<file path="src/rtl/core/packet_mailbox_command_engine_macros.svh">
// Assertion macros used by the packet mailbox command engine top level.
`ifndef PACKET_MAILBOX_COMMAND_ENGINE_MACROS_SVH
`define PACKET_MAILBOX_COMMAND_ENGINE_MACROS_SVH

// Same-cycle implication, checked on every rising edge outside reset.
`define PMCE_ASSERT_NOW(label, clock, reset, ante, cons, msg) \
  label: assert property (@(posedge clock) disable iff (reset) (ante) |-> (cons)) \
    else $error(msg);

// Next-cycle implication, checked on every rising edge outside reset.
`define PMCE_ASSERT_NEXT(label, clock, reset, ante, cons, msg) \
  label: assert property (@(posedge clock) disable iff (reset) (ante) |=> (cons)) \
    else $error(msg);

`endif

</file>
<file path="src/rtl/core/pmce_pkg.sv">
// Shared constants, codes and interface types of the packet mailbox command engine.
package pmce_pkg;

  localparam int BANK_BYTES   = 18;
  localparam int PACKET_BYTES = 20;
  localparam int RAM_DEPTH    = 2 * BANK_BYTES;
  localparam int BANK_AW      = $clog2(RAM_DEPTH);
  localparam int IDX_W        = $clog2(BANK_BYTES);
  localparam int LEN_W        = $clog2(BANK_BYTES + 1);
  localparam int POS_W        = $clog2(PACKET_BYTES + 1);

  localparam logic [7:0] CMD_WRITE0 = 8'd4;
  localparam logic [7:0] CMD_READ0  = 8'd5;
  localparam logic [7:0] CMD_INC0   = 8'd6;
  localparam logic [7:0] CMD_WRITE1 = 8'd7;
  localparam logic [7:0] CMD_READ1  = 8'd8;
  localparam logic [7:0] CMD_INC1   = 8'd9;

  typedef struct packed {
    logic               we;
    logic [BANK_AW-1:0] addr;
    logic [7:0]         wdata;
  } ram_req_t;

  typedef struct packed {
    logic       load;
    logic [7:0] data;
    logic       last;
  } tx_load_t;

endpackage

</file>
<file path="src/rtl/core/packet_mailbox_command_engine.sv">
// Top level of the packet mailbox command engine: sequencer, bank RAM and output register.
//
// The slave stream carries one received packet byte per transaction: the
// command byte, a length byte, then data; tlast marks the final byte of the
// packet. Input bytes are taken one per cycle while a packet is being received.
// When the last byte is accepted, the command runs against one of the two
// mailbox banks held in a single-port RAM and the input side stalls until the
// response has been handed to the output register.
// Execution decodes the command in S_EXEC, then clears up to 18 unused bytes of a
// Write in S_FILL, or runs the read-modify-write of an Increment over the low
// four bytes of the bank in S_INC_RD and S_INC_WR. Each response byte is then
// read from the RAM in S_EMIT_RD, then loaded into the output register in
// S_EMIT_LD, once the register is free.
// The master stream presents each response byte from a register; tlast marks
// the last byte. If the receiver stalls, the byte holds and the sequencer waits
// before reading the next one. Once the last byte sits in the register, a new
// packet may already be received.
// Reset clears all control state, the bank lengths and written flags; the bank
// RAM needs no clearing because a bank is only read after a Write filled it.
module packet_mailbox_command_engine (
  input  logic       clk,
  input  logic       rst,
  input  logic       s_tvalid,
  output logic       s_tready,
  input  logic [7:0] s_tdata,   // rx_byte [7:0]
  input  logic       s_tlast,   // rx_end
  output logic       m_tvalid,
  input  logic       m_tready,
  output logic [7:0] m_tdata,   // tx_byte [7:0]
  output logic       m_tlast    // tx_last
);

`include "packet_mailbox_command_engine_macros.svh"

  pmce_pkg::tx_load_t tx;
  pmce_pkg::ram_req_t ram_req;
  logic [7:0]         ram_rdata;
  logic               out_free;
  logic               rx_last_in;

  // The output register is free in the next cycle if it is empty or being taken now.
  assign out_free = !m_tvalid || m_tready;

  pmce_seq u_seq (
    .clk       (clk),
    .rst       (rst),
    .s_tvalid  (s_tvalid),
    .s_tready  (s_tready),
    .s_tdata   (s_tdata),
    .s_tlast   (s_tlast),
    .out_free  (out_free),
    .tx        (tx),
    .ram_req   (ram_req),
    .ram_rdata (ram_rdata)
  );

  pmce_bank_ram u_ram (
    .clk   (clk),
    .req   (ram_req),
    .rdata (ram_rdata)
  );

  // Output register: loaded by the sequencer, emptied by the receiver.
  always_ff @(posedge clk) begin
    if (rst) begin
      m_tvalid <= 1'b0;
    end else if (tx.load) begin
      m_tvalid <= 1'b1;
    end else if (m_tready) begin
      m_tvalid <= 1'b0;
    end
  end

  always_ff @(posedge clk) begin
    if (tx.load) begin
      m_tdata <= tx.data;
      m_tlast <= tx.last;
    end
  end

  // The final byte of a packet is taken in this transaction.
  assign rx_last_in = s_tvalid && s_tready && s_tlast;

  // A response byte is only loaded into an empty output register.
  `PMCE_ASSERT_NOW(a_load_empty, clk, rst, tx.load, !m_tvalid, "load into a full output register")
  // No input is taken while the response is being produced.
  `PMCE_ASSERT_NOW(a_no_rx_in_emit, clk, rst, tx.load, !s_tready, "input open while emitting")
  // The end of a packet stops the input side for command execution.
  `PMCE_ASSERT_NEXT(a_end_stalls, clk, rst, rx_last_in, !s_tready, "input open after packet end")
  // The RAM is never written while a response byte is loaded.
  `PMCE_ASSERT_NOW(a_no_write_on_load, clk, rst, tx.load, !ram_req.we, "RAM write during load")

endmodule

</file>
<file path="src/rtl/core/pmce_bank_ram.sv">
// Mailbox bank storage: one synchronous single-port RAM holding both banks.
module pmce_bank_ram (
  input  logic                clk,
  input  pmce_pkg::ram_req_t  req,
  output logic [7:0]          rdata
);

  logic [7:0] mem [pmce_pkg::RAM_DEPTH];

  always_ff @(posedge clk) begin
    if (req.we) begin
      mem[req.addr] <= req.wdata;
    end
    rdata <= mem[req.addr];
  end

endmodule

</file>
<file path="src/rtl/core/pmce_seq.sv">
// Packet collection and command sequencer working on the mailbox bank RAM.
module pmce_seq (
  input  logic                                clk,
  input  logic                                rst,
  input  logic                                s_tvalid,
  output logic                                s_tready,
  input  logic [7:0]                          s_tdata,
  input  logic                                s_tlast,
  input  logic                                out_free,
  output pmce_pkg::tx_load_t                  tx,
  output pmce_pkg::ram_req_t                  ram_req,
  input  logic [7:0]                          ram_rdata
);

  typedef enum logic [2:0] {
    S_RX, S_EXEC, S_FILL, S_INC_RD, S_INC_WR, S_EMIT_RD, S_EMIT_LD
  } state_t;

  typedef enum logic [1:0] {K_WRITE, K_READ, K_INC, K_OTHER} kind_t;

  function automatic kind_t cmd_kind(input logic [7:0] c);
    kind_t k;
    k = K_OTHER;
    if (c == pmce_pkg::CMD_WRITE0 || c == pmce_pkg::CMD_WRITE1) k = K_WRITE;
    if (c == pmce_pkg::CMD_READ0 || c == pmce_pkg::CMD_READ1) k = K_READ;
    if (c == pmce_pkg::CMD_INC0 || c == pmce_pkg::CMD_INC1) k = K_INC;
    return k;
  endfunction

  function automatic logic [pmce_pkg::BANK_AW-1:0] bank_addr(
    input logic b, input logic [pmce_pkg::IDX_W-1:0] idx);
    logic [pmce_pkg::BANK_AW-1:0] base;
    base = b ? pmce_pkg::BANK_AW'(pmce_pkg::BANK_BYTES) : '0;
    return base + pmce_pkg::BANK_AW'(idx);
  endfunction

  state_t                       state;
  logic [pmce_pkg::POS_W-1:0]   pos;
  logic [7:0]                   cmd;
  logic [7:0]                   len;
  logic                         bank;
  logic                         zero_mode;
  logic                         carry;
  logic [pmce_pkg::LEN_W-1:0]   cnt;
  logic [pmce_pkg::LEN_W-1:0]   resp_len;
  logic [pmce_pkg::LEN_W-1:0]   blen [2];
  logic [1:0]                   written;

  logic                         accept;
  logic                         cmd_bank;
  kind_t                        kind;
  logic [pmce_pkg::POS_W-1:0]   data_pos;
  logic [pmce_pkg::LEN_W-1:0]   data_cnt;
  logic [pmce_pkg::LEN_W-1:0]   len_clamp;
  logic                         rx_store;

  assign accept   = s_tvalid && s_tready;
  assign s_tready = (state == S_RX);
  assign kind     = cmd_kind(cmd);
  assign cmd_bank = (cmd >= pmce_pkg::CMD_WRITE1);
  assign data_pos = pos - pmce_pkg::POS_W'(2);

  // Data bytes go straight into the target bank while a Write packet arrives.
  assign rx_store = accept && (pos < pmce_pkg::POS_W'(pmce_pkg::PACKET_BYTES)) &&
                    (pos >= pmce_pkg::POS_W'(2)) && (kind == K_WRITE) &&
                    (data_pos < pmce_pkg::POS_W'(pmce_pkg::BANK_BYTES));

  always_comb begin
    if (pos <= pmce_pkg::POS_W'(2)) begin
      data_cnt = '0;
    end else if (data_pos >= pmce_pkg::POS_W'(pmce_pkg::BANK_BYTES)) begin
      data_cnt = pmce_pkg::LEN_W'(pmce_pkg::BANK_BYTES);
    end else begin
      data_cnt = pmce_pkg::LEN_W'(data_pos);
    end
    if (len > 8'(pmce_pkg::BANK_BYTES)) begin
      len_clamp = pmce_pkg::LEN_W'(pmce_pkg::BANK_BYTES);
    end else begin
      len_clamp = pmce_pkg::LEN_W'(len);
    end
  end

  always_comb begin
    ram_req = '0;
    unique case (state)
      S_RX: begin
        ram_req.we    = rx_store;
        ram_req.addr  = bank_addr(cmd_bank, pmce_pkg::IDX_W'(data_pos));
        ram_req.wdata = s_tdata;
      end
      S_FILL: begin
        ram_req.we   = 1'b1;
        ram_req.addr = bank_addr(bank, cnt[pmce_pkg::IDX_W-1:0]);
      end
      S_INC_WR: begin
        ram_req.we    = 1'b1;
        ram_req.addr  = bank_addr(bank, cnt[pmce_pkg::IDX_W-1:0]);
        ram_req.wdata = ram_rdata + {7'd0, carry};
      end
      S_INC_RD, S_EMIT_RD, S_EXEC, S_EMIT_LD: begin
        ram_req.addr = bank_addr(bank, cnt[pmce_pkg::IDX_W-1:0]);
      end
      default: ram_req = '0;
    endcase
  end

  always_comb begin
    tx.load = (state == S_EMIT_LD);
    tx.data = zero_mode ? 8'd0 : ram_rdata;
    tx.last = (cnt + pmce_pkg::LEN_W'(1) == resp_len);
  end

  always_ff @(posedge clk) begin
    if (rst) begin
      state     <= S_RX;
      pos       <= '0;
      cmd       <= '0;
      len       <= '0;
      bank      <= 1'b0;
      zero_mode <= 1'b1;
      carry     <= 1'b0;
      cnt       <= '0;
      resp_len  <= '0;
      blen[0]   <= '0;
      blen[1]   <= '0;
      written   <= '0;
    end else begin
      unique case (state)
        S_RX: begin
          if (accept) begin
            if (pos < pmce_pkg::POS_W'(pmce_pkg::PACKET_BYTES)) begin
              pos <= pos + pmce_pkg::POS_W'(1);
              if (pos == '0) begin
                cmd <= s_tdata;
                len <= 8'd0;
              end else if (pos == pmce_pkg::POS_W'(1)) begin
                len <= s_tdata;
              end
            end
            if (s_tlast) begin
              state <= S_EXEC;
            end
          end
        end
        S_EXEC: begin
          pos  <= '0;
          bank <= cmd_bank;
          unique case (kind)
            K_WRITE: begin
              blen[cmd_bank]    <= len_clamp;
              written[cmd_bank] <= 1'b1;
              zero_mode         <= 1'b1;
              if (data_cnt < pmce_pkg::LEN_W'(pmce_pkg::BANK_BYTES)) begin
                cnt   <= data_cnt;
                state <= S_FILL;
              end else begin
                cnt   <= '0;
                state <= S_EMIT_RD;
              end
            end
            K_READ: begin
              cnt   <= '0;
              state <= S_EMIT_RD;
              if (written[cmd_bank] && (len <= 8'(blen[cmd_bank]))) begin
                resp_len  <= pmce_pkg::LEN_W'(len);
                zero_mode <= 1'b0;
              end else begin
                resp_len  <= pmce_pkg::LEN_W'(1);
                zero_mode <= 1'b1;
              end
            end
            K_INC: begin
              cnt <= '0;
              if (written[cmd_bank]) begin
                resp_len  <= blen[cmd_bank];
                zero_mode <= 1'b0;
                carry     <= 1'b1;
                state     <= S_INC_RD;
              end else begin
                resp_len  <= pmce_pkg::LEN_W'(1);
                zero_mode <= 1'b1;
                state     <= S_EMIT_RD;
              end
            end
            K_OTHER: begin
              cnt       <= '0;
              zero_mode <= 1'b1;
              state     <= S_EMIT_RD;
            end
            default: begin
              cnt   <= '0;
              state <= S_EMIT_RD;
            end
          endcase
        end
        S_FILL: begin
          // Bank bytes past the received data are cleared one per cycle.
          if (cnt == pmce_pkg::LEN_W'(pmce_pkg::BANK_BYTES - 1)) begin
            cnt   <= '0;
            state <= S_EMIT_RD;
          end else begin
            cnt <= cnt + pmce_pkg::LEN_W'(1);
          end
        end
        S_INC_RD: begin
          state <= S_INC_WR;
        end
        S_INC_WR: begin
          carry <= carry && (ram_rdata == 8'hFF);
          if (cnt == pmce_pkg::LEN_W'(3)) begin
            cnt   <= '0;
            state <= S_EMIT_RD;
          end else begin
            cnt   <= cnt + pmce_pkg::LEN_W'(1);
            state <= S_INC_RD;
          end
        end
        S_EMIT_RD: begin
          if (cnt == resp_len) begin
            state <= S_RX;
          end else if (out_free) begin
            state <= S_EMIT_LD;
          end
        end
        S_EMIT_LD: begin
          cnt <= cnt + pmce_pkg::LEN_W'(1);
          if (tx.last) begin
            state <= S_RX;
          end else begin
            state <= S_EMIT_RD;
          end
        end
        default: state <= S_RX;
      endcase
    end
  end

endmodule

</file>
<file path="config.mk">
export PLATFORM = sky130hd
export DESIGN_NAME = packet_mailbox_command_engine
export DESIGN_NICKNAME = d
export VERILOG_FILES = /design/src/rtl/core/pmce_pkg.sv /design/src/rtl/core/packet_mailbox_command_engine.sv /design/src/rtl/core/pmce_bank_ram.sv /design/src/rtl/core/pmce_seq.sv
export VERILOG_INCLUDE_DIRS = /design/src /design/src/rtl/core
export SDC_FILE = /design/constraint.sdc
export NUM_CORES = 1
export LEC_CHECK = 0
export BUFFER_PORTS_ARGS = -buffer_cell sky130_fd_sc_hd__buf_2
export CAP_MARGIN = 10
export CORE_UTILIZATION = 62
export DETAILED_ROUTE_END_ITERATION = 10
export PLACE_DENSITY = 0.88
export SETUP_SLACK_MARGIN = 0.2
export SYNTH_ARGS = -nofsm -noshare
export SYNTH_HDL_FRONTEND = slang
export SYNTH_SLANG_ARGS = --single-unit
</file>
<file path="constraint.sdc">
create_clock -name clk -period 5.1 [get_ports clk]
set_input_delay 0.51 -clock clk [delete_from_list [all_inputs] [get_ports clk]]
set_output_delay 0.51 -clock clk [all_outputs]
set_load 0.005 [all_outputs]
</file>
# --- Word-level counts from Yosys, hierarchy flattened ---
# Memories as Yosys holds them, arrays and structs flattened. A register that Yosys moved wholly into a read port is not among the register bits.
# Index checks and enable logic that the tools add are counted.
classes:
  addsub: 6
  mul: 0
  n_div: 0
  magnitude_cmp: 11
  eq_ne: 28
  shift: 0
  muxes: 58
  bitwise: 1
  n_reduce_logical: 35
ops:
  columns: ["op", "n"]
  rows:
  - ["5-bit two-way mux", 13]
  - ["8-bit by 3-bit == test with 1-bit output (second input constant)", 4]
  - ["5-bit case mux with 2 select lines", 3]
  - ["3-bit two-way mux", 9]
  - ["3-bit case mux with 7 select lines", 1]
  - ["5-bit case mux with 4 select lines", 1]
  - ["1-bit two-way mux", 19]
  - ["8-bit by 4-bit == test with 1-bit output (second input constant)", 2]
  - ["8-bit two-way mux", 2]
  - ["8-bit case mux with 2 select lines", 1]
  - ["5-bit less-than comparator (second input constant)", 3]
  - ["6-bit by 5-bit adder with 6-bit output", 2]
  - ["2-bit by 1-bit inequality test with 1-bit output (second input constant)", 6]
  - ["6-bit case mux with 2 select lines", 1]
  - ["4-bit AND reduction", 3]
  - ["5-bit by 1-bit adder with 5-bit output (second input constant)", 2]
  - ["5-bit == test", 2]
  - ["2-bit nonzero test", 5]
  - ["3-bit == test (second input constant)", 3]
  - ["3-bit case mux with 3 select lines", 1]
  - ["8-bit by 1-bit adder with 8-bit output", 1]
  - ["8-bit == test (second input constant)", 1]
  - ["8-bit by 3-bit greater-or-equal comparator with 1-bit output (second input constant)", 1]
  - ["8-bit by 5-bit > comparator with 1-bit output (second input constant)", 1]
  - ["other kinds (33)", 52]
totals:
  reg_bits: 49
  latchBits: 0
  mem_bits_rw: 298
  romBits: 0
  input_bits: 13
  out_inout_bits: 11
  wordCells: 154
  memories: 2
mem_list:
  columns: ["memory", "depth", "word_bits", "rd", "rd_clocked_by_memory_dff", "write_ports", "line_no", "rtl"]
  rows:
  - ["u_ram.mem", 36, 8, 1, 1, 1, "pmce_bank_ram.sv:8", "logic [7:0] mem [pmce_pkg::RAM_DEPTH];"]
  - ["u_seq.blen", 2, 5, 1, 0, 2, "pmce_seq.sv:46", "logic [pmce_pkg::LEN_W-1:0] blen [2];"]

# --- Depth between registers and ports, before layout ---
# Gate-level depths: netlist of the first run.
depth:
  word_depth: 12
  mapped_depth: 14
  depth_no_buf: 12

# --- By module ---
# Synthesis of the first run repeated with hierarchy kept, for this count alone.
unflattened:
  hier_cells: 1099
  hier_area_um2: 15472.3
by_module_without_submodules:
  columns: ["mod", "instances", "cells_per_inst", "area_per_inst_um2", "seq_area_each_um2"]
  rows:
  - ["pmce_bank_ram", 1, 649, 11568.6, 8808.4]
  - ["pmce_seq", 1, 437, 3587.2, 1081.0]
  - ["packet_mailbox_command_engine", 1, 13, 316.6, 290.3]

# --- Worst setup path after synthesis of the first run ---
# OpenSTA, ideal clock, no wires.
synth_path:
  path_type: "register -> register"
  startpoint: "register u_seq.cmd[7]"
  endpoint: "memory u_ram.mem[32][0], enable pin"
  setup_time_ns: 0.370
  arrival_ns: 3.375
  t_required_ns: 4.730
  slack_ns: 1.355
  path_stages_with_launch: 12
  n_path_buf: 2
  synth_period_minus_slack_ns: 3.745
  cell_sequence: "dfxtp_1 -> nor4_1 -> nand2_1 -> ha_1 -> ha_1 -> nor4_2 -> a221oi_4 -> nor3_2 -> buf_2 -> buf_2 -> nand2_1 -> nor2_1"
synth_lines:
  columns: ["element", "line_no", "rtl"]
  rows:
  - ["start, declared", "pmce_seq.sv:39", "logic [7:0] cmd;"]
  - ["start signal, assigned", "pmce_seq.sv:134", "cmd <= s_tdata;"]
  - ["8-bit by 3-bit greater-or-equal comparator with 1-bit output", "pmce_seq.sv:60", "assign cmd_bank = (cmd >= pmce_pkg::CMD_WRITE1);"]
  - ["named net u_seq.cmd_bank", "pmce_seq.sv:50", "logic cmd_bank;"]
  - ["5-bit two-way mux", "pmce_seq.sv:33", "base = b ? pmce_pkg::BANK_AW'(pmce_pkg::BANK_BYTES) : '0;"]
  - ["6-bit by 5-bit adder with 6-bit output", "pmce_seq.sv:34", "return base + pmce_pkg::BANK_AW'(idx);"]
  - ["6-bit case mux with 2 select lines", "pmce_seq.sv:85", "unique case (state)"]
  - ["end, declared", "pmce_bank_ram.sv:8", null]
# The timed path passes the listed nets, and every way through them passes these cells.

# --- Worst setup path after layout of the first run ---
layout_path:
  startpoint: "register u_seq.state[0]"
  endpoint: "memory u_ram.mem[10][0], enable pin"
layout_between:
  elab_chain_cells: 9
layout_lines:
  columns: ["element", "line_no", "rtl"]
  rows:
  - ["start, declared", "pmce_seq.sv:37", "state_t state;"]
  - ["start signal, assigned", "pmce_seq.sv:115", "state <= S_RX;"]
  - ["start signal, assigned", "pmce_seq.sv:141", "state <= S_EXEC;"]
  - ["start signal, assigned", "pmce_seq.sv:155", "state <= S_FILL;"]
  - ["3-bit logical NOT", "pmce_seq.sv:58, pmce_seq.sv:85", null]
  - ["1-bit logical AND", null, null]
  - ["1-bit logical AND (2 in series)", "pmce_seq.sv:64", "assign rx_store = accept && (pos < pmce_pkg::POS_W'(pmce_pkg::PACKET_BYTES)) &&"]
  - ["1-bit logical AND (2 in series)", "pmce_seq.sv:65", "(pos >= pmce_pkg::POS_W'(2)) && (kind == K_WRITE) &&"]
  - ["1-bit case mux with 2 select lines", "pmce_seq.sv:85", null]
  - ["1-bit two-way mux", "pmce_bank_ram.sv:11", "if (req.we) begin"]
  - ["1-bit two-way mux (implied by the code)", "pmce_bank_ram.sv:12", "mem[req.addr] <= req.wdata;"]
# Parallel ways exist; a longest one is shown, timed or not.

==> impl_results.md, run 1 <==
* CP startpoint kind: flop
* Die area at 24400 um^2
* Top delay family on crit path: simple AND/OR/NAND/NOR gates
* DRC Markers at 0
* Register area at 10200 um^2
* Worst Skew at 16.8 ps
* Share of cells above drive strength 1 at 0.112
* Post-synthesis sequential area ratio at 0.689
* 1st-pass router iterations at 7
* WP data required at 5240 ps
* Initial drt markers at 1711
* Non-filler instance count after layout at 1454
* CTS Root Cell: clkbuf_16
* Max incr delay on CP at 870 ps
* DP Area at 15300 um^2
* Antenna cells at 0
* Antenna Violating Nets Remaining at 0
* Syn_area_per_cell at 13.7 um^2
* Design Area, Final at 16300 um^2
* Area taken by multi-input logic gates at 4340 um^2
* Worst slew pin tran at 1150 ps
* Sum of buffers and inverters on the critical path at 1
* Mapped Cells at 1081
* Critical Path, Cell by Cell: or3_4 > inv_1 > nor2_1 > a21oi_1 > nand3_1 > nor2_1
* #FFs+latches synth at 355
* Via count at 10200
* Run status: finished, final reports clean
* Netlist cell types at 77
* Worst VDD drop at 307 uV
* Crit path top cell by count: nor2_1
* CTS tree: done
* H-tree levels at 2
* Fillcell total at 1493
* WP data arrival at 4620 ps
* Endpoint class of the critical path: flop
* Clock sink total at 355
* Leakage at 5.42 nW
* Syn_nets at 1120
* Crit path kind: flop to flop
* Port bufs at 23
* Synth warn at 0
* FMAX at 0.224 GHz
* Dpl cells at 1395
* FP Rows at 56
* CTS resizes at 0
* Synthesized area at 14800 um^2
* RSZ-0062 raised after global routing: no
* Antenna violations before repair at 0
* Number of buffers created by CTS at 34
* Via/cell ratio at 7.02
* EDFF count, synth at 307
* Minimum clock period at 4470 ps
* Final Net Count at 1151
* Post-layout util at 0.697
* Final Hold Viols at 0
* Clock transition at path regs at 70 ps
* Top_reg_cell synth: edfxtp_1
* Die H at 156 um
* Core area at 23400 um^2
* Cell Pwr Density at 457 nW/um^2
* GPL Wtd Cong at 0.958
* Critical-path maximum fanout at 21
* Hold/Removal Path Class: primary input to flop
* Setup TNS at 0 ps
* Boundary pin count at 24
* Bufs on Longest Clock Path at 3
* Most frequent cells in the layout: edfxtp_1 (307), nand2_1 (98), nor2_1 (89), a21oi_1 (55), a22oi_1 (49)
* Gr usage total at 0.329
* Max-cap violation count at 0
* Critical Path Slowest Stage Cell: nor2_1
* DIE WIDTH at 156 um
* Commonest non-fill, non-tap cell in the layout: edfxtp_1
* Final period utilization at 0.877
* Initial Utilization at 0.631
* Max Slew Vio Count at 0
* Ys async rst share at 0
* Final setup fails at 0
* Largest net degree at the start of global routing at 39
* Setup bufs post-CTS at 0
* Relative slew slack at 0.230
* Gr ovfl total at 0
* Post-Route WL at 39100 um
* Cts hold-fix bufs at 0
* Detailed Place HPWL at 24100 um
* Total Power at 0.00745 W
* Routed wire per std cell at 26.9 um
* Worst skew pair latency at 530 ps
* Vias in the first global route at 9697
* Area grow syn2layout at 10.4%
* First-pass GRT wire length at 58800 um
==> cell families after synthesis <==
| logic type | share of synthesized area |
|---|---|
| flip-flops | 0.689 |
| XOR/XNOR | 0.0142 |
| AO/OA/AOI/OAI | 0.123 |
| buffers and inverters | 0.0213 |
| adder cells (fa/ha/maj) | 0.0220 |
| AND/OR/NAND/NOR | 0.0931 |
| multiplexers | 0.0373 |
==> cell usage after synthesis, types with 4 or more instances <==
cell	count	area, um^2
nand4_1	4	25.0
a22o_1	6	52.6
nor3_1	15	75.1
buf_1	4	15.0
a221oi_1	9	78.8
and2_1	5	31.3
xnor2_1	11	96.3
buf_2	17	85.1
ha_1	26	325
o21ai_1	5	25.0
nand2b_1	9	56.3
a211oi_1	4	30.0
nor2_1	91	342
nor3b_1	5	37.5
nand3_1	38	190
a22oi_1	49	368
or3_1	6	37.5
a21oi_1	55	275
clkbuf_1	27	101
a222oi_1	11	110
nand2_1	98	368
edfxtp_1	307	9220
a41oi_1	7	61.3
and3_1	4	25.0
nor2b_1	12	75.1
xor2_1	13	114
inv_1	19	71.3
mux4_2	8	180
mux2i_1	33	330
a31oi_1	20	125
dfxtp_1	48	961
o21ai_0	47	235
o2bb2ai_1	4	35.0
==> worst paths after layout <==
path	startpoint	endpoint	slack, ps	cells past startpoint
max	u_seq.state[0]$_SDFFE_PP0P_	u_ram.mem[10][0]$_DFFE_PP_	630	6
min	s_tdata[2]	u_seq.len[2]$_SDFFE_PP0P_	300	3
max reg2reg	u_seq.state[0]$_SDFFE_PP0P_	u_ram.mem[10][0]$_DFFE_PP_	630	6
min reg2reg	u_seq.len[5]$_SDFFE_PP0P_	u_seq.len[5]$_SDFFE_PP0P_	450	2
==> layout make-up <==
type                    count  area share
multi-input cells         654       0.266
flip-flops and latches    355       0.624
clock buffers              42      0.0553
well taps                 319      0.0245
clock inverters            17     0.00744
inverters                  21     0.00483
repair buffers             46      0.0176
==> routing by layer <==
layer  vias up  part of all wire  GRT usage
met5         -                 0    0.00414
met4         0             0.061      0.169
met3       209              0.13     0.0728
met2       911              0.47      0.533
met1      4856              0.34      0.419
li1       4226                 -          -
==> flip-flops by register name (all words and copies together) (netlist names) <==
signal	flops
u_seq.resp_len	5
u_seq.len	8
u_seq.carry	1
m_tdata	8
u_ram.rdata	8
u_seq.cmd	8
u_ram.mem	288
u_seq.zero_mode	1
m_tlast	1
u_seq.cnt	5
u_seq.bank	1
m_tvalid	1
u_seq.state	3
u_seq.written	2
u_seq.pos	5
u_seq.blen	10
==> stage by stage <==
stage	setup slack, ps	hold WS [ps]
4_1_cts	741	299
2_1_floorplan	1350	427
5_1_grt	325	305
3_5_place_dp	891	441
6_report	626	298
3_3_place_gp	1030	435
==> power breakdown <==
part           total [W]  switching, W  leakage [nW]  internal, W
combinational    0.00168       0.00115          1.74     0.000523
clock            0.00239       0.00108         0.496      0.00132
sequential       0.00339     0.0000945          3.18      0.00329
total            0.00745       0.00232          5.42      0.00513
==> worst register-to-register path: cells and delay by family (launching register included) <==
family / cells / cell delay (ps)
compound gates: 1 / 680
simple gates: 4 / 2380
buf+inv: 1 / 490
flops: 1 / 530
(Power assumes the default switching activity.)
==> run 2: changes to the inputs <==
--- a/config.mk
+++ b/config.mk
@@ -8,9 +8,12 @@
 export LEC_CHECK = 0
 export BUFFER_PORTS_ARGS = -buffer_cell sky130_fd_sc_hd__buf_2
 export CAP_MARGIN = 10
-export CORE_UTILIZATION = 62
+export CELL_PAD_IN_SITES_DETAIL_PLACEMENT = 0
+export CELL_PAD_IN_SITES_GLOBAL_PLACEMENT = 1
+export CORE_MARGIN = 4
+export CORE_UTILIZATION = 53
 export DETAILED_ROUTE_END_ITERATION = 10
-export PLACE_DENSITY = 0.88
+export PLACE_DENSITY = 0.89
 export SETUP_SLACK_MARGIN = 0.2
 export SYNTH_ARGS = -nofsm -noshare
 export SYNTH_HDL_FRONTEND = slang
==> run 2 against run 1 <==
Effect of this change:
- die area increased by 25%
- clock power increased by 5%
- first-iteration DRC count decreased by 29%
- total power increased by 0.92%
- utilization decreased by 9.0 points
- count of clock-buffer cells in the layout decreased by 1
- worst hold slack got worse by 2.0 ps
- via count decreased by 4.9%
- register-to-register slack about the same
- sequential share of layout area decreased by 0.71 points
- critical path type unchanged
- largest cell class unchanged
==> impl_results.md, run 2 (synthesis results as in run 1) <==
* Run status: finished, final reports clean
* Endpoint class of the critical path: flop
* H-tree levels at 2
* Routed wire per std cell at 24.7 um
* Initial Utilization at 0.543
* CP Capture Point: u_ram.rdata[4]$_DFF_P_
* Commonest non-fill, non-tap cell in the layout: edfxtp_1
* Net Switching at 0.00225 W
* Die H at 175 um
* Port bufs at 23
* Antenna violations before repair at 0
* CTS resizes at 0
* Post-layout util at 0.607
* Area grow syn2layout at 11.7%
* Setup bufs post-CTS at 0
* Post-Route WL at 37400 um
* First-pass GRT wire length at 57000 um
* Boundary pin count at 24
* Cell Int Power at 0.00527 W
* Relative slew slack at 0.363
* Detailed Place HPWL at 24000 um
* Crit path kind: flop to flop
* Worst Setup Slack, final at 632 ps
* RSZ-0062 raised after global routing: no
* DIE WIDTH at 175 um
* Sum of buffers and inverters on the critical path at 2
* Antenna Violating Nets Remaining at 0
* Top delay family on crit path: compound AO/OA/AOI/OAI gates
* Core area at 27200 um^2
* Combinational Power Share at 0.216
* Vias in the first global route at 9415
* Largest net degree at the start of global routing at 39
* Final Hold Viols at 0
* Clock transition at path regs at 60 ps
* Final period utilization at 0.876
* Biggest register: u_ram.mem
* Worst setup startpoint: u_seq.cmd[7]$_SDFFE_PP0P_
* WP data required at 5440 ps
* Gr usage total at 0.242
* WP data arrival at 4810 ps
* Hold/Removal Path Class: primary input to flop
* Clk pwr share at 0.335
* CP startpoint kind: flop
* Worst Skew at 19.5 ps
* R2R setup slack at 630 ps
* Dpl cells at 1452
* Worst slew pin tran at 951 ps
* 1st-pass router iterations at 8
* Minimum clock period at 4470 ps
* Via/cell ratio at 6.41
* Critical Path Slowest Stage Cell: a2111oi_0
* DRC Markers at 0
* Gr ovfl total at 0
* Final Net Count at 1157
* Most frequent cells in the layout: edfxtp_1 (307), nand2_1 (98), nor2_1 (89), a21oi_1 (55), a22oi_1 (49)
* HP Start: s_tdata[7]
* Fillcell total at 2073
* Max Slew Vio Count at 0
* RR Endpoint: u_ram.rdata[4]$_DFF_P_
* Non-filler instance count after layout at 1514
* Place WS at 803 ps
* Largest register FFs at 288
* Critical R2R Launch: u_seq.cmd[7]$_SDFFE_PP0P_
* Sw Ratio at 0.299
* CTS tree: done
* Antenna cells at 0
* Worst skew pair latency at 530 ps
* Setup TNS at 0 ps
* Clock sink total at 355
* Final setup fails at 0
* FMAX at 0.224 GHz
* Via count at 9703
* Initial drt markers at 1213
* Cts hold-fix bufs at 0
* Worst VDD drop at 323 uV
* Levels on crit path at 14
* GPL Wtd Cong at 0.942
* Bufs on Longest Clock Path at 3
* FP Rows at 60
* Share of cells above drive strength 1 at 0.118
* Number of buffers created by CTS at 36
* Top flop regs: u_ram.mem: 288 flops, u_seq.blen: 10 flops
* Share of power burned in registers at 0.449
* Critical-path maximum fanout at 14
* Cell Pwr Density at 456 nW/um^2
* Critical Path, Cell by Cell: nor4_1 > nand2_1 > ha_1 > ha_1 > nor4_2 > a221oi_4 > nand2_1 > buf_4 > nor2_1 > buf_4 > a22oi_1 > a41oi_1 > a2111oi_0 > o21ai_1
* Max-cap violation count at 0
* Die area at 30600 um^2
* Max incr delay on CP at 720 ps
* R2R depth at 14
* Leakage at 5.49 nW
* CTS Root Cell: clkbuf_16
run 2: power by group through the flow:
stage | registers, W | clock network [W] | logic, W
after floorplan | 0.00340 | 0 | 0.00105
after CTS | 0.00338 | 0.00254 | 0.00159
after detailed placement | 0.00344 | 0 | 0.00159
after global placement | 0.00344 | 0 | 0.00157
final | 0.00338 | 0.00252 | 0.00162
after global routing | 0.00339 | 0.00268 | 0.00173
run 2: how the worst min path moves through the flow:
stage                           endpoint  slack [ps]  depth (start not counted)
2_1_floorplan  u_seq.len[6]$_SDFFE_PP0P_         430                          2
4_1_cts        u_seq.len[7]$_SDFFE_PP0P_         280                          3
3_3_place_gp   u_seq.len[6]$_SDFFE_PP0P_         440                          2
5_1_grt        u_seq.len[1]$_SDFFE_PP0P_         310                          3
3_5_place_dp   u_seq.len[5]$_SDFFE_PP0P_         440                          2
6_report       u_seq.len[7]$_SDFFE_PP0P_         300                          3
run 2: worst register-to-register path, stage by stage (launching register included):
cell       delay, ps
dfxtp_1          320
nor4_1           540
nand2_1          200
ha_1             270
ha_1             280
nor4_2           440
a221oi_4         150
nand2_1          150
buf_4            270
nor2_1           110
buf_4            220
a22oi_1          180
a41oi_1          250
a2111oi_0        720
o21ai_1          220
run 2: layer usage:
layer	up-vias	track usage	wire, um
li1	4245	-	-
met1	4732	0.326	14500
met2	604	0.393	17800
met3	122	0.0513	3630
met4	0	0.0894	1500
met5	-	0	0
run 2: per-stage QoR:
stage | total power [W] | hold WS [ps] | cell area [um^2]
after floorplan | 0.00446 | 427 | 14800
after CTS | 0.00751 | 276 | 16500
after global placement | 0.00501 | 437 | 15400
after global routing | 0.00779 | 308 | 16500
after detailed placement | 0.00502 | 442 | 15400
final | 0.00752 | 296 | 16500
run 2: layout make-up:
cell class	count	area [um^2]	area share
flip-flops and latches	355	10200	0.617
well taps	372	465	0.0282
repair buffers	50	330	0.0200
multi-input cells	654	4320	0.262
clock buffers	41	962	0.0583
inverters	21	78.8	0.00478
clock inverters	21	156	0.00948
